**config.mk**
```make
export PLATFORM = sky130hd
export DESIGN_NAME = ubx_frame_parser
export DESIGN_NICKNAME = d
export VERILOG_FILES = /design/src/rtl/core/ubx_fp_pkg.sv /design/src/rtl/core/ubx_frame_parser.sv /design/src/rtl/core/ubx_fp_buf.sv /design/src/rtl/core/ubx_fp_ctrl.sv /design/src/rtl/core/ubx_fp_outq.sv
export SDC_FILE = /design/constraint.sdc
export NUM_CORES = 2
export LEC_CHECK = 0
export BUFFER_PORTS_ARGS = -buffer_cell sky130_fd_sc_hd__buf_2
export CAP_MARGIN = 25
export CORE_AREA = 2 2 406 408
export DETAILED_ROUTE_END_ITERATION = 8
export DIE_AREA = 0 0 408 410
export PLACE_DENSITY_LB_ADDON = 0.25
export SYNTH_ARGS = -nofsm -noshare
export SYNTH_HDL_FRONTEND = slang
export SYNTH_SLANG_ARGS = --single-unit
```
**constraint.sdc**
```tcl
create_clock -name i_clk -period 5.2 [get_ports i_clk]
set_input_delay 0.26 -clock i_clk [delete_from_list [all_inputs] [get_ports i_clk]]
set_output_delay 0.26 -clock i_clk [all_outputs]
set_load 0.01 [all_outputs]
```
**src/rtl/core/ubx_fp_pkg.sv**
```systemverilog
`default_nettype none

package ubx_fp_pkg;

    localparam logic [3:0] PH_HUNT  = 4'd0;
    localparam logic [3:0] PH_SYNC1 = 4'd1;
    localparam logic [3:0] PH_CLASS = 4'd2;
    localparam logic [3:0] PH_ID    = 4'd3;
    localparam logic [3:0] PH_LENLO = 4'd4;
    localparam logic [3:0] PH_LENHI = 4'd5;
    localparam logic [3:0] PH_DATA  = 4'd6;
    localparam logic [3:0] PH_CKA   = 4'd7;
    localparam logic [3:0] PH_CKB   = 4'd8;

    localparam logic [2:0] EV_NONE = 3'd0;
    localparam logic [2:0] EV_GOOD = 3'd1;
    localparam logic [2:0] EV_SYNC = 3'd2;
    localparam logic [2:0] EV_LEN  = 3'd3;
    localparam logic [2:0] EV_CK   = 3'd4;
    localparam logic [2:0] EV_OVRN = 3'd5;

    localparam logic [1:0] REQ_RX   = 2'd0;
    localparam logic [1:0] REQ_REL  = 2'd1;
    localparam logic [1:0] REQ_READ = 2'd2;

    localparam logic REG_SYNC_FIRST  = 1'b0;
    localparam logic REG_SYNC_SECOND = 1'b1;

    localparam logic [7:0] SYNC_FIRST_RST  = 8'd181;
    localparam logic [7:0] SYNC_SECOND_RST = 8'd98;

    typedef struct packed {
        logic [2:0] event_res;
        logic [7:0] msg_class;
        logic [7:0] msg_id;
        logic [7:0] msg_length;
        logic [7:0] read_data;
        logic       msg_available;
        logic [7:0] overrun_count;
    } t_result;

endpackage

`default_nettype wire

```
**src/rtl/core/ubx_frame_parser.sv**
```systemverilog
`default_nettype none
// one transaction per cycle while results are taken, bytes, releases and reads alike
// a result is held in the s1 register, then written to the result queue before it is valid
// parse and buffer read fill the s1 register; the result queue write follows
// payload buffer is a one-port-write, one-port-read memory with a registered read
// a two-entry result queue lets input continue while a result waits
// synchronous active-low reset clears parser state, flags and counts, restores sync values

module ubx_frame_parser
    import ubx_fp_pkg::*;
#(
    parameter int MAX_PAYLOAD = 255
) (
    input  wire logic        i_clk,
    input  wire logic        i_rst_n,
    input  wire logic        i_in_valid,
    output logic             o_in_ready,
    input  wire logic [1:0]  i_req_type,
    input  wire logic [7:0]  i_rx_byte,
    input  wire logic [7:0]  i_read_index,
    output logic             o_out_valid,
    input  wire logic        i_out_ready,
    output logic [2:0]       o_event_res,
    output logic [7:0]       o_msg_class,
    output logic [7:0]       o_msg_id,
    output logic [7:0]       o_msg_length,
    output logic [7:0]       o_read_data,
    output logic             o_msg_available,
    output logic [7:0]       o_overrun_count,
    input  wire logic        psel,
    input  wire logic        penable,
    input  wire logic        pwrite,
    input  wire logic [2:0]  paddr,
    input  wire logic [31:0] pwdata,
    output logic [31:0]      prdata,
    output logic             pready
);

    localparam int AW = (MAX_PAYLOAD > 1) ? $clog2(MAX_PAYLOAD) : 1;
    localparam int PW = $clog2(MAX_PAYLOAD + 1);

    logic [7:0]    r_sync_first;
    logic [7:0]    r_sync_second;

    logic          accept;
    logic          wr_en;
    logic [AW-1:0] wr_addr;
    logic [7:0]    wr_data;
    logic          rd_en;
    logic [AW-1:0] rd_addr;
    logic [7:0]    rd_data;
    logic          s1_valid;
    logic          s1_rd;
    t_result       s1;
    t_result       push_data;
    t_result       head;
    logic [1:0]    q_count;
    logic          pop;

    // configuration registers
    assign pready = 1'b1;

    always_ff @(posedge i_clk) begin
        if (!i_rst_n) begin
            r_sync_first  <= SYNC_FIRST_RST;
            r_sync_second <= SYNC_SECOND_RST;
        end else if (psel && penable && pwrite && pready) begin
            if (paddr[2] == REG_SYNC_FIRST) begin
                r_sync_first <= pwdata[7:0];
            end else begin
                r_sync_second <= pwdata[7:0];
            end
        end
    end

    always_comb begin
        prdata = 32'd0;
        case (paddr[2])
            REG_SYNC_FIRST:  prdata = {24'd0, r_sync_first};
            REG_SYNC_SECOND: prdata = {24'd0, r_sync_second};
            default:         prdata = 32'd0;
        endcase
    end

    // handshake
    assign pop        = o_out_valid && i_out_ready;
    assign o_in_ready = ((2'(s1_valid) + q_count) < 2'd2) || pop;
    assign accept     = i_in_valid && o_in_ready;

    ubx_fp_ctrl #(
        .MAX_PAYLOAD (MAX_PAYLOAD),
        .AW          (AW),
        .PW          (PW)
    ) u_ctrl (
        .i_clk         (i_clk),
        .i_rst_n       (i_rst_n),
        .i_accept      (accept),
        .i_req_type    (i_req_type),
        .i_rx_byte     (i_rx_byte),
        .i_read_index  (i_read_index),
        .i_sync_first  (r_sync_first),
        .i_sync_second (r_sync_second),
        .o_wr_en       (wr_en),
        .o_wr_addr     (wr_addr),
        .o_wr_data     (wr_data),
        .o_rd_en       (rd_en),
        .o_rd_addr     (rd_addr),
        .o_s1_valid    (s1_valid),
        .o_s1_rd       (s1_rd),
        .o_s1          (s1)
    );

    ubx_fp_buf #(
        .DEPTH (MAX_PAYLOAD),
        .AW    (AW)
    ) u_buf (
        .i_clk     (i_clk),
        .i_wr_en   (wr_en),
        .i_wr_addr (wr_addr),
        .i_wr_data (wr_data),
        .i_rd_en   (rd_en),
        .i_rd_addr (rd_addr),
        .o_rd_data (rd_data)
    );

    always_comb begin
        push_data           = s1;
        push_data.read_data = s1_rd ? rd_data : 8'd0;
    end

    ubx_fp_outq u_outq (
        .i_clk       (i_clk),
        .i_rst_n     (i_rst_n),
        .i_push      (s1_valid),
        .i_push_data (push_data),
        .i_pop       (pop),
        .o_head      (head),
        .o_count     (q_count)
    );

    assign o_out_valid     = (q_count != 2'd0);
    assign o_event_res     = head.event_res;
    assign o_msg_class     = head.msg_class;
    assign o_msg_id        = head.msg_id;
    assign o_msg_length    = head.msg_length;
    assign o_read_data     = head.read_data;
    assign o_msg_available = head.msg_available;
    assign o_overrun_count = head.overrun_count;

endmodule

`default_nettype wire

```
**src/rtl/core/ubx_fp_buf.sv**
```systemverilog
`default_nettype none

module ubx_fp_buf
    import ubx_fp_pkg::*;
#(
    parameter int DEPTH = 255,
    parameter int AW    = 8
) (
    input  wire logic          i_clk,
    input  wire logic          i_wr_en,
    input  wire logic [AW-1:0] i_wr_addr,
    input  wire logic [7:0]    i_wr_data,
    input  wire logic          i_rd_en,
    input  wire logic [AW-1:0] i_rd_addr,
    output logic [7:0]         o_rd_data
);

    logic [7:0] r_mem [DEPTH];
    logic [7:0] r_rd_data;

    always_ff @(posedge i_clk) begin
        if (i_wr_en) begin
            r_mem[i_wr_addr] <= i_wr_data;
        end
        if (i_rd_en) begin
            r_rd_data <= r_mem[i_rd_addr];
        end
    end

    assign o_rd_data = r_rd_data;

endmodule

`default_nettype wire

```
**src/rtl/core/ubx_fp_ctrl.sv**
```systemverilog
`default_nettype none

module ubx_fp_ctrl
    import ubx_fp_pkg::*;
#(
    parameter int MAX_PAYLOAD = 255,
    parameter int AW          = 8,
    parameter int PW          = 8
) (
    input  wire logic          i_clk,
    input  wire logic          i_rst_n,
    input  wire logic          i_accept,
    input  wire logic [1:0]    i_req_type,
    input  wire logic [7:0]    i_rx_byte,
    input  wire logic [7:0]    i_read_index,
    input  wire logic [7:0]    i_sync_first,
    input  wire logic [7:0]    i_sync_second,
    output logic               o_wr_en,
    output logic [AW-1:0]      o_wr_addr,
    output logic [7:0]         o_wr_data,
    output logic               o_rd_en,
    output logic [AW-1:0]      o_rd_addr,
    output logic               o_s1_valid,
    output logic               o_s1_rd,
    output t_result            o_s1
);

    logic [3:0]    r_phase, n_phase;
    logic [15:0]   r_frame_length, n_frame_length;
    logic [PW-1:0] r_pos, n_pos;
    logic [7:0]    r_sum_a, n_sum_a;
    logic [7:0]    r_sum_b, n_sum_b;
    logic [7:0]    r_class, n_class;
    logic [7:0]    r_id, n_id;
    logic          r_held, n_held;
    logic [7:0]    r_drop, n_drop;
    logic [2:0]    n_event;

    logic          r_s1_valid;
    logic          r_s1_rd;
    t_result       r_s1;

    logic [7:0]    sum_a_t;
    logic [7:0]    sum_b_t;
    logic [15:0]   len_t;
    logic [PW-1:0] pos_inc;
    logic [15:0]   idx_ext;

    assign sum_a_t = r_sum_a + i_rx_byte;
    assign sum_b_t = r_sum_b + sum_a_t;
    assign len_t   = {i_rx_byte, r_frame_length[7:0]};
    assign pos_inc = r_pos + PW'(1);
    assign idx_ext = {8'd0, i_read_index};

    always_comb begin
        n_phase        = r_phase;
        n_frame_length = r_frame_length;
        n_pos          = r_pos;
        n_sum_a        = r_sum_a;
        n_sum_b        = r_sum_b;
        n_class        = r_class;
        n_id           = r_id;
        n_held         = r_held;
        n_drop         = r_drop;
        n_event        = EV_NONE;
        o_wr_en        = 1'b0;
        o_rd_en        = 1'b0;
        if (i_accept) begin
            case (i_req_type)
                REQ_RX: begin
                    if (r_phase < PH_CKA) begin
                        n_sum_a = sum_a_t;
                        n_sum_b = sum_b_t;
                    end
                    case (r_phase)
                        PH_HUNT: begin
                            if (i_rx_byte == i_sync_first) begin
                                n_phase = PH_SYNC1;
                            end
                        end
                        PH_SYNC1: begin
                            if (i_rx_byte != i_sync_second) begin
                                n_event = EV_SYNC;
                                n_phase = PH_HUNT;
                            end else begin
                                n_sum_a = 8'd0;
                                n_sum_b = 8'd0;
                                n_phase = PH_CLASS;
                            end
                        end
                        PH_CLASS: begin
                            if (r_held) begin
                                n_drop  = r_drop + 8'd1;
                                n_event = EV_OVRN;
                                n_phase = PH_HUNT;
                            end else begin
                                n_class = i_rx_byte;
                                n_phase = PH_ID;
                            end
                        end
                        PH_ID: begin
                            n_id    = i_rx_byte;
                            n_phase = PH_LENLO;
                        end
                        PH_LENLO: begin
                            n_frame_length = {8'd0, i_rx_byte};
                            n_phase        = PH_LENHI;
                        end
                        PH_LENHI: begin
                            n_frame_length = len_t;
                            n_pos          = '0;
                            if (len_t > 16'(MAX_PAYLOAD)) begin
                                n_event = EV_LEN;
                                n_phase = PH_HUNT;
                            end else if (len_t == 16'd0) begin
                                n_phase = PH_CKA;
                            end else begin
                                n_phase = PH_DATA;
                            end
                        end
                        PH_DATA: begin
                            o_wr_en = 1'b1;
                            n_pos   = pos_inc;
                            if (16'(pos_inc) >= r_frame_length) begin
                                n_phase = PH_CKA;
                            end
                        end
                        PH_CKA: begin
                            if (i_rx_byte != r_sum_a) begin
                                n_event = EV_CK;
                                n_phase = PH_HUNT;
                            end else begin
                                n_phase = PH_CKB;
                            end
                        end
                        PH_CKB: begin
                            if (i_rx_byte != r_sum_b) begin
                                n_event = EV_CK;
                            end else begin
                                n_held  = 1'b1;
                                n_event = EV_GOOD;
                            end
                            n_phase = PH_HUNT;
                        end
                        default: begin
                            n_phase = PH_HUNT;
                        end
                    endcase
                end
                REQ_REL: begin
                    n_held = 1'b0;
                end
                REQ_READ: begin
                    o_rd_en = (idx_ext < 16'(MAX_PAYLOAD));
                end
                default: begin
                end
            endcase
        end
    end

    assign o_wr_addr = r_pos[AW-1:0];
    assign o_wr_data = i_rx_byte;
    assign o_rd_addr = AW'(idx_ext);

    always_ff @(posedge i_clk) begin
        if (!i_rst_n) begin
            r_phase        <= PH_HUNT;
            r_frame_length <= '0;
            r_pos          <= '0;
            r_sum_a        <= '0;
            r_sum_b        <= '0;
            r_class        <= '0;
            r_id           <= '0;
            r_held         <= 1'b0;
            r_drop         <= '0;
            r_s1_valid     <= 1'b0;
        end else begin
            r_phase        <= n_phase;
            r_frame_length <= n_frame_length;
            r_pos          <= n_pos;
            r_sum_a        <= n_sum_a;
            r_sum_b        <= n_sum_b;
            r_class        <= n_class;
            r_id           <= n_id;
            r_held         <= n_held;
            r_drop         <= n_drop;
            r_s1_valid     <= i_accept;
        end
    end

    always_ff @(posedge i_clk) begin
        if (i_accept) begin
            r_s1_rd             <= o_rd_en;
            r_s1.event_res      <= n_event;
            r_s1.msg_class      <= n_class;
            r_s1.msg_id         <= n_id;
            r_s1.msg_length     <= n_frame_length[7:0];
            r_s1.read_data      <= 8'd0;
            r_s1.msg_available  <= n_held;
            r_s1.overrun_count  <= n_drop;
        end
    end

    assign o_s1_valid = r_s1_valid;
    assign o_s1_rd    = r_s1_rd;
    assign o_s1       = r_s1;

`ifndef SYNTHESIS
    a_good_sets_held: assert property (@(posedge i_clk) disable iff (!i_rst_n)
        (r_s1_valid && r_s1.event_res == EV_GOOD) |-> r_s1.msg_available)
        else $error("good frame without held message");

    a_drop_counts: assert property (@(posedge i_clk) disable iff (!i_rst_n)
        (i_accept && n_event == EV_OVRN) |=> (r_drop == $past(r_drop) + 8'd1))
        else $error("overrun drop not counted");

    a_no_rw_same_cycle: assert property (@(posedge i_clk) disable iff (!i_rst_n)
        !(o_wr_en && o_rd_en))
        else $error("buffer written and read by one transaction");
`endif

endmodule

`default_nettype wire

```
**src/rtl/core/ubx_fp_outq.sv**
```systemverilog
`default_nettype none

module ubx_fp_outq
    import ubx_fp_pkg::*;
(
    input  wire logic     i_clk,
    input  wire logic     i_rst_n,
    input  wire logic     i_push,
    input  wire t_result  i_push_data,
    input  wire logic     i_pop,
    output t_result       o_head,
    output logic [1:0]    o_count
);

    t_result    r_entry [2];
    logic       r_wr_ptr;
    logic       r_rd_ptr;
    logic [1:0] r_count;

    always_ff @(posedge i_clk) begin
        if (!i_rst_n) begin
            r_wr_ptr <= 1'b0;
            r_rd_ptr <= 1'b0;
            r_count  <= 2'd0;
        end else begin
            if (i_push) begin
                r_wr_ptr <= ~r_wr_ptr;
            end
            if (i_pop) begin
                r_rd_ptr <= ~r_rd_ptr;
            end
            if (i_push && !i_pop) begin
                r_count <= r_count + 2'd1;
            end else if (!i_push && i_pop) begin
                r_count <= r_count - 2'd1;
            end
        end
    end

    always_ff @(posedge i_clk) begin
        if (i_push) begin
            r_entry[r_wr_ptr] <= i_push_data;
        end
    end

    assign o_head  = r_entry[r_rd_ptr];
    assign o_count = r_count;

`ifndef SYNTHESIS
    a_no_overflow: assert property (@(posedge i_clk) disable iff (!i_rst_n)
        (i_push && !i_pop) |-> (r_count < 2'd2))
        else $error("result queue overflow");

    a_no_underflow: assert property (@(posedge i_clk) disable iff (!i_rst_n)
        i_pop |-> (r_count != 2'd0))
        else $error("result queue underflow");
`endif

endmodule

`default_nettype wire

```
# Word level (Yosys, flattened, before mapping)

Memories as Yosys holds them, arrays and structs flattened. A register that Yosys moved wholly into a read port is not among the register bits.
Index checks and enable logic that the tools add are counted.

$add $sub $neg: 7
Multiply operators: 0
Divide/modulo/power cells: 0
Order comparisons: 5
Eq/ne operators: 16
Shift-type cells: 0
Mux-type cells: 54
Bitwise operators: 3
Reduce and logical (&&, ||, !) cells: 22

Operator list:

| kind                | count |
|---|---|
| $mux 8              | 20 |
| $pmux 32 s2         | 1 |
| $pmux 16 s2         | 1 |
| $pmux 4 s8          | 1 |
| $ne 8x8->1          | 3 |
| $add 8x1->8 const B | 2 |
| $add 8x8->8         | 2 |
| $eq 4x3->1 const B  | 4 |
| $ge 8x16->1         | 1 |
| $gt 16x8->1 const B | 1 |
| $logic_not 16->1    | 1 |
| $mux 4              | 4 |
| $pmux 8 s2          | 1 |
| $mux 1              | 15 |
| $pmux 3 s5          | 1 |
| $mux 2              | 6 |
| $mux 3              | 3 |
| $eq 4x2->1 const B  | 2 |
| $eq 8x8->1          | 1 |
| $lt 8x8->1 const B  | 1 |
| $reduce_bool 2->1   | 4 |
| $logic_and 1x1->1   | 6 |
| $reduce_and 2->1    | 3 |
| $reduce_and 3->1    | 2 |
| other kinds (17)    | 21 |

Register bits after elaboration: 127
Bits in latches: 0
Memory bits (writable): 2,128
Memory bits (read-only): 0
Bits of input ports: 60
Output and inout port bits: 79
Word-level logic and storage cells: 132
Memories: 2

Memories:

| memory         | words | width | read ports | clocked after Yosys merged registers in | wr ports | line              | RTL |
|---|---|---|---|---|---|---|---|
| u_buf.r_mem    | 255   | 8     | 1          | 1                                       | 1        | ubx_fp_buf.sv:18  | `logic [7:0] r_mem [DEPTH];` |
| u_outq.r_entry | 2     | 44    | 1          | 1                                       | 1        | ubx_fp_outq.sv:15 | `t_result r_entry [2];` |

# Longest topological paths before layout

Depth after elaboration: 7
Depth in mapped cells: 14

# By module

Synthesis repeated with hierarchy kept, for this count alone.

Cell total of the unflattened synthesis: 4,737
Area, all modules: 90,540.6 sq um

Modules (own cells, without submodules):

| module           | times used | cells an instance | area an instance (sq um) | sequential area each (sq um) |
|---|---|---|---|---|
| ubx_fp_buf       | 1          | 3,910             | 80,566.0                 | 61,499.0 |
| ubx_fp_ctrl      | 1          | 548               | 5,494.0                  | 2,512.4 |
| ubx_fp_outq      | 1          | 157               | 3,394.5                  | 2,742.6 |
| ubx_frame_parser | 1          | 122               | 1,086.0                  | 320.3 |

# Least setup slack after synthesis

No wires, ideal clock.

Kind: input-to-reg
From: input port i_read_index[0]
To: register u_ctrl.r_s1_rd (netlist: u_ctrl.o_s1_rd), data pin
Library setup time: 0.480 ns
Arrival: 2.773 ns
Data required time: 4.720 ns
Setup slack: 1.948 ns
Cell stages on the path: 8
Path buffers: 5
Cell sequence: buf_6 -> buf_6 -> buf_6 -> buf_6 -> buf_6 -> nand3_1 -> nor3_1 -> a2111oi_0

Longest elaborated chain between the ends: 3

RTL lines:

| item                 | line                   | RTL |
|---|---|---|
| start, declared      | ubx_frame_parser.sv:20 | `input wire logic [7:0] i_read_index,` |
| $lt 8x8->1           | ubx_fp_ctrl.sv:154     | `o_rd_en = (idx_ext < 16'(MAX_PAYLOAD));` |
| $mux 1               | ubx_fp_ctrl.sv:69      | `case (i_req_type)` |
| $mux 1               | ubx_fp_ctrl.sv:68      | `if (i_accept) begin` |
| net rd_en            | ubx_frame_parser.sv:49 | `logic rd_en;` |
| end signal, assigned | ubx_fp_ctrl.sv:194     | `r_s1_rd <= o_rd_en;` |
| end, declared        | ubx_fp_ctrl.sv:40      | `logic r_s1_rd;` |

The timed path passes the listed nets, and every way through them passes these cells.
A chain may end at the register's enable or synchronous reset.

# Final worst setup path

From: register u_ctrl.r_s1_valid (netlist: u_ctrl.o_s1_valid)
To: memory u_buf.r_mem[217][1], enable pin

Longest elaborated chain between the ends: 7

RTL lines:

| item                         | line                   | RTL |
|---|---|---|
| start, declared              | ubx_fp_ctrl.sv:39      | `logic r_s1_valid;` |
| start signal, assigned       | ubx_fp_ctrl.sv:188     | `r_s1_valid <= i_accept;` |
| $add 1x2->2                  | ubx_frame_parser.sv:87 | `assign o_in_ready = ((2'(s1_valid) + q_count) < 2'd2) \|\| pop;` |
| $lt 2x2->1                   | ubx_frame_parser.sv:87 |  |
| $logic_or 1x1->1             | ubx_frame_parser.sv:87 |  |
| $logic_and 1x1->1            | ubx_frame_parser.sv:88 | `assign accept = i_in_valid && o_in_ready;` |
| $mux 1                       | ubx_fp_ctrl.sv:68      |  |
| $mux 1                       | ubx_fp_buf.sv:22       | `if (i_wr_en) begin` |
| $mux 1 (not written as such) | ubx_fp_buf.sv:23       | `r_mem[i_wr_addr] <= i_wr_data;` |
| end, declared                | ubx_fp_buf.sv:18       |  |

Every way passes these cells.

==> Implementation_results.wiki <==
{| class="wikitable"
! Metric !! Value
|-
| Run status || finished clean
|-
| Post-Synthesis Cell Area || 89100 µm²
|-
| Worst path max stage delay || 0.93 ns
|-
| Area of the die || around 170000 µm²
|-
| Total Routed Length || 227 mm
|-
| Total of flip-flops plus latches after synthesis || 2264
|-
| Leading area contributor after synthesis || sky130_fd_sc_hd__edfxtp_1
|-
| Pwr per Cell Area || about 380 nW/µm²
|-
| Synth async-reset ratio || 0%
|-
| Wire length of the first global-routing pass || approximately 320 mm
|-
| Port buffer count || 87
|-
| Worst slew margin relative to its limit || 16.8%
|-
| Final layout net count || ~4900
|-
| Fraction of power consumed by combinational cells || under 10%
|-
| Number of cells traversed by the worst hold path || 4
|-
| Leftover overflow at the end of global routing || 0
|-
| Area taken by flip-flops and latches || between 60000 and 70000 µm²
|-
| Max Clock Freq || 250 MHz
|-
| Leak pwr || between 30 and 40 nW
|-
| Top delay family on crit path || simple AND/OR/NAND/NOR gates
|-
| Proportion of power drawn by flip-flops and latches || a little over half
|-
| Die width || 408 µm
|-
| Routed length per placed instance || ~31 µm
|-
| Worst endpoint data arrival time || 4.46 ns
|-
| Slowest stage cell on the critical path || sky130_fd_sc_hd__nor2_1
|-
| First-iteration detailed-routing DRC count || between 6000 and 7000
|-
| Finished Core Util || 61.0%
|-
| Most repeated cell in the gate-level netlist after synthesis || sky130_fd_sc_hd__edfxtp_1
|-
| Setup Skew || around 0.046 ns
|-
| Kind of start point of the critical path || flop
|-
| R2R depth || 7
|-
| CTS buffer count || about 220
|-
| Core region area || ~160000 µm²
|-
| Combined global-route utilization of all metal layers || between 20% and 30%
|-
| Max-slew violations || 0
|-
| Ranking of synthesized cells by instance count || sky130_fd_sc_hd__edfxtp_1 (2173), sky130_fd_sc_hd__mux4_2 (418), sky130_fd_sc_hd__nor2_1 (339), sky130_fd_sc_hd__nand2_1 (197), sky130_fd_sc_hd__mux2_2 (133)
|-
| Via total after detailed routing || 46200
|-
| Post-synth EDFFs || about 2200
|-
| # IOs || 139
|-
| Peak supply drop || between 0.0003 and 0.0004 V
|-
| Synthesis warning total || 0
|-
| CP max FO || 16
|-
| H-tree depth || 4
|-
| Clk slew on worst S/H paths || 0.06 ns
|-
| Weighted congestion at the end of routability-driven global placement || 0.862
|-
| Clk Tree Root Cell || sky130_fd_sc_hd__clkbuf_16
|-
| Fin crit share || around 77%
|-
| Setup violations, final || 0
|-
| Worst Path Buf+Inv || 0
|-
| NetSw || 0.00826 W
|-
| Clock Tree Buf Depth || 3
|-
| Antenna violations before repair || 9
|-
| Half-perimeter wire length after detailed placement || 137 mm
|-
| Number of maximum-capacitance violations || 0
|-
| Cells along the critical path || a21boi_0, o21bai_2, and4_1, nand2_1, nor3b_1, nand3_1, nor2_1
|-
| Most area-consuming cells after synthesis || sky130_fd_sc_hd__edfxtp_1 (73%), sky130_fd_sc_hd__mux4_2 (11%), sky130_fd_sc_hd__dfxtp_1 (2.0%)
|-
| Average size of a mapped cell || roughly 19 µm²
|-
| Placement row count || around 150
|-
| Initial core utilization || a little over half
|-
| Tightest Pin Transition || 1.24 ns
|-
| Switching part of the total || between 20 and 25%
|-
| Fraction of power consumed by the clock network || approximately two fifths
|-
| Number of unique standard cell types used by synthesis || 79
|-
| CTS tree || done
|-
| CP Depth || 7
|-
| Worst EP required || between 5 and 6 ns
|-
| Setup crit end kind || flop
|-
| RSZ-0062 raised after global routing || no
|-
| Critical path class || reg2reg
|-
| Pin count of the biggest net entering global routing || ~130
|-
| Area used by multi-input combinational logic || about 20000 µm²
|-
| Die height || approximately 400 µm
|-
| Via count of the first global-routing pass || 45600
|-
| Sum of negative setup slack || 0 ns
|-
| Internal Dissipation || 0.0298 W
|-
| Clock network latency to the later pin of the worst-skew pair || around 0.85 ns
|-
| Final worst path period need || approximately 4 ns
|-
| First-pass iteration count of the detailed router || 5
|-
| Type of the tightest min-delay check || in2reg
|-
| Final-report hold violation count || 0
|-
| Yosys top cell area share || approximately 73%
|-
| Count of mapped cells out of synthesis || 4629
|-
| Drt drc || 0
|-
| Proportion of layout cells with a drive suffix above 1 || 22.5%
|-
| Area Overhead vs Synth || 11.8%
|-
| Share of the yosys chip area belonging to registers || about three quarters
|-
| Via density per instance || around 6.4
|-
| Number of sinks on the clock net || 2264
|-
| Top flip-flop cell by instance count after synthesis || sky130_fd_sc_hd__edfxtp_1
|-
| Count of antenna-violating nets left after detailed routing || 0
|-
| Fill cell total of the finished layout || approximately 12000
|}
-- cell type report --
class | count | area share [%]
antenna | 5 | 0.0126
clock buffer | 257 | 5.65
clock inverter | 135 | 1.35
inverter | 27 | 0.104
multi-input combinational | 2064 | 20.5
sequential | 2264 | 67.3
tap | 2189 | 2.75
timing repair buffer | 278 | 2.38
-- flip-flops by register name, summed over array words and instances (netlist names), 2 cells and up, named ones only --
signal and count:
u_buf.r_mem 2040, u_outq.r_entry 88, u_ctrl.o_s1 36, u_ctrl.r_frame_length 16, r_sync_first 8, r_sync_second 8, u_buf.o_rd_data 8, u_ctrl.o_wr_addr 8
u_ctrl.r_class 8, u_ctrl.r_drop 8, u_ctrl.r_id 8, u_ctrl.r_sum_a 8, u_ctrl.r_sum_b 8, u_ctrl.r_phase 4, u_outq.o_count 2
-- routing by layer --
layer	wire, µm	part of all wire, %	GRT usage, %
met2	107000	47	41.9
met1	88400	39	37.7
met5	0	0	0
met3	22000	9.7	5.99
met4	8990	4.0	10.7
-- stage by stage --
step	setup WS [ns]	cell area, µm²	cells	total power, W	hold slack, ns
5_1_grt	0.968	99600	7214	0.0390	0.209
6_report	1.20	99700	7219	0.0380	0.232
4_1_cts	1.29	99600	7209	0.0382	0.155
3_5_place_dp	1.30	92200	6778	0.0228	0.429
3_3_place_gp	0.854	92100	6772	0.0228	0.424
2_1_floorplan	1.95	89200	4652	0.0219	0.359
-- power groups by stage --
stage,combinational [W],sequential [W],clock (W)
CTS,0.00225,0.0202,0.0157
global route,0.00244,0.0202,0.0164
global placement,0.00219,0.0206,0
detailed placement,0.00222,0.0206,0
floorplan,0.00131,0.0205,0
finish,0.00231,0.0202,0.0156
-- cells in the final DEF, fill, tap and decap left out, types with 19 or more instances in the layout --
cell / n
sky130_fd_sc_hd__nor2_1: 335
sky130_fd_sc_hd__clkbuf_1: 36
sky130_fd_sc_hd__o21ai_0: 68
sky130_fd_sc_hd__a21oi_1: 89
sky130_fd_sc_hd__nand2_1: 191
sky130_fd_sc_hd__conb_1: 25
sky130_fd_sc_hd__xor2_1: 19
sky130_fd_sc_hd__ha_1: 28
sky130_fd_sc_hd__and2_1: 46
sky130_fd_sc_hd__inv_1: 24
sky130_fd_sc_hd__clkbuf_16: 218
sky130_fd_sc_hd__mux2_2: 133
sky130_fd_sc_hd__dlygate4sd3_1: 39
sky130_fd_sc_hd__buf_4: 126
sky130_fd_sc_hd__nand3_1: 59
sky130_fd_sc_hd__a22oi_1: 101
sky130_fd_sc_hd__a211oi_1: 21
sky130_fd_sc_hd__mux4_2: 418
sky130_fd_sc_hd__nor3_1: 24
sky130_fd_sc_hd__dfxtp_1: 90
sky130_fd_sc_hd__edfxtp_1: 2173
sky130_fd_sc_hd__clkinv_1: 46
sky130_fd_sc_hd__buf_12: 22
sky130_fd_sc_hd__xnor2_1: 34
sky130_fd_sc_hd__bufinv_16: 22
sky130_fd_sc_hd__o22ai_1: 50
sky130_fd_sc_hd__clkinv_2: 44
sky130_fd_sc_hd__a221oi_1: 35
sky130_fd_sc_hd__buf_2: 78
sky130_fd_sc_hd__mux2i_1: 120
-- worst min-delay path, stage by stage --
cell	delay [ns]
sky130_fd_sc_hd__dlygate4sd3_1	0.52
sky130_fd_sc_hd__buf_2	0.13
sky130_fd_sc_hd__nand2_1	0.06
sky130_fd_sc_hd__nand3_1	0.07
-- cells by family after synthesis --
kind of cell             synth area share [%]
flip-flops                               75.2
AND/OR/NAND/NOR                          3.94
multiplexers                             14.1
AO/OA/AOI/OAI                            3.72
buffers and inverters                    2.07
XOR/XNOR                                0.521
adder cells (fa/ha/maj)                 0.438
other                                 0.00842
-- path summary, 6_finish.rpt --
path | to | slack [ns] | startpoint
hold reg to reg | u_outq.r_entry[1][3]$_DFFE_PP_ | 0.44 | u_ctrl.o_s1[3]$_DFFE_PP_
setup / recovery | u_buf.r_mem[217][1]$_DFFE_PP_ | 1.20 | u_ctrl.o_s1_valid$_SDFF_PN0_
hold / removal | r_sync_first[5]$_SDFFE_PN1P_ | 0.23 | pwdata[5]
setup reg to reg | u_buf.r_mem[217][1]$_DFFE_PP_ | 1.20 | u_ctrl.o_s1_valid$_SDFF_PN0_
-- timing repair --
item	in CTS	in global routing
resized for setup	0	0
hold endpoints to repair	191	0
hold buffers	39	0
buffers inserted	0	0
No activity file was read; power rests on OpenSTA's default activity.
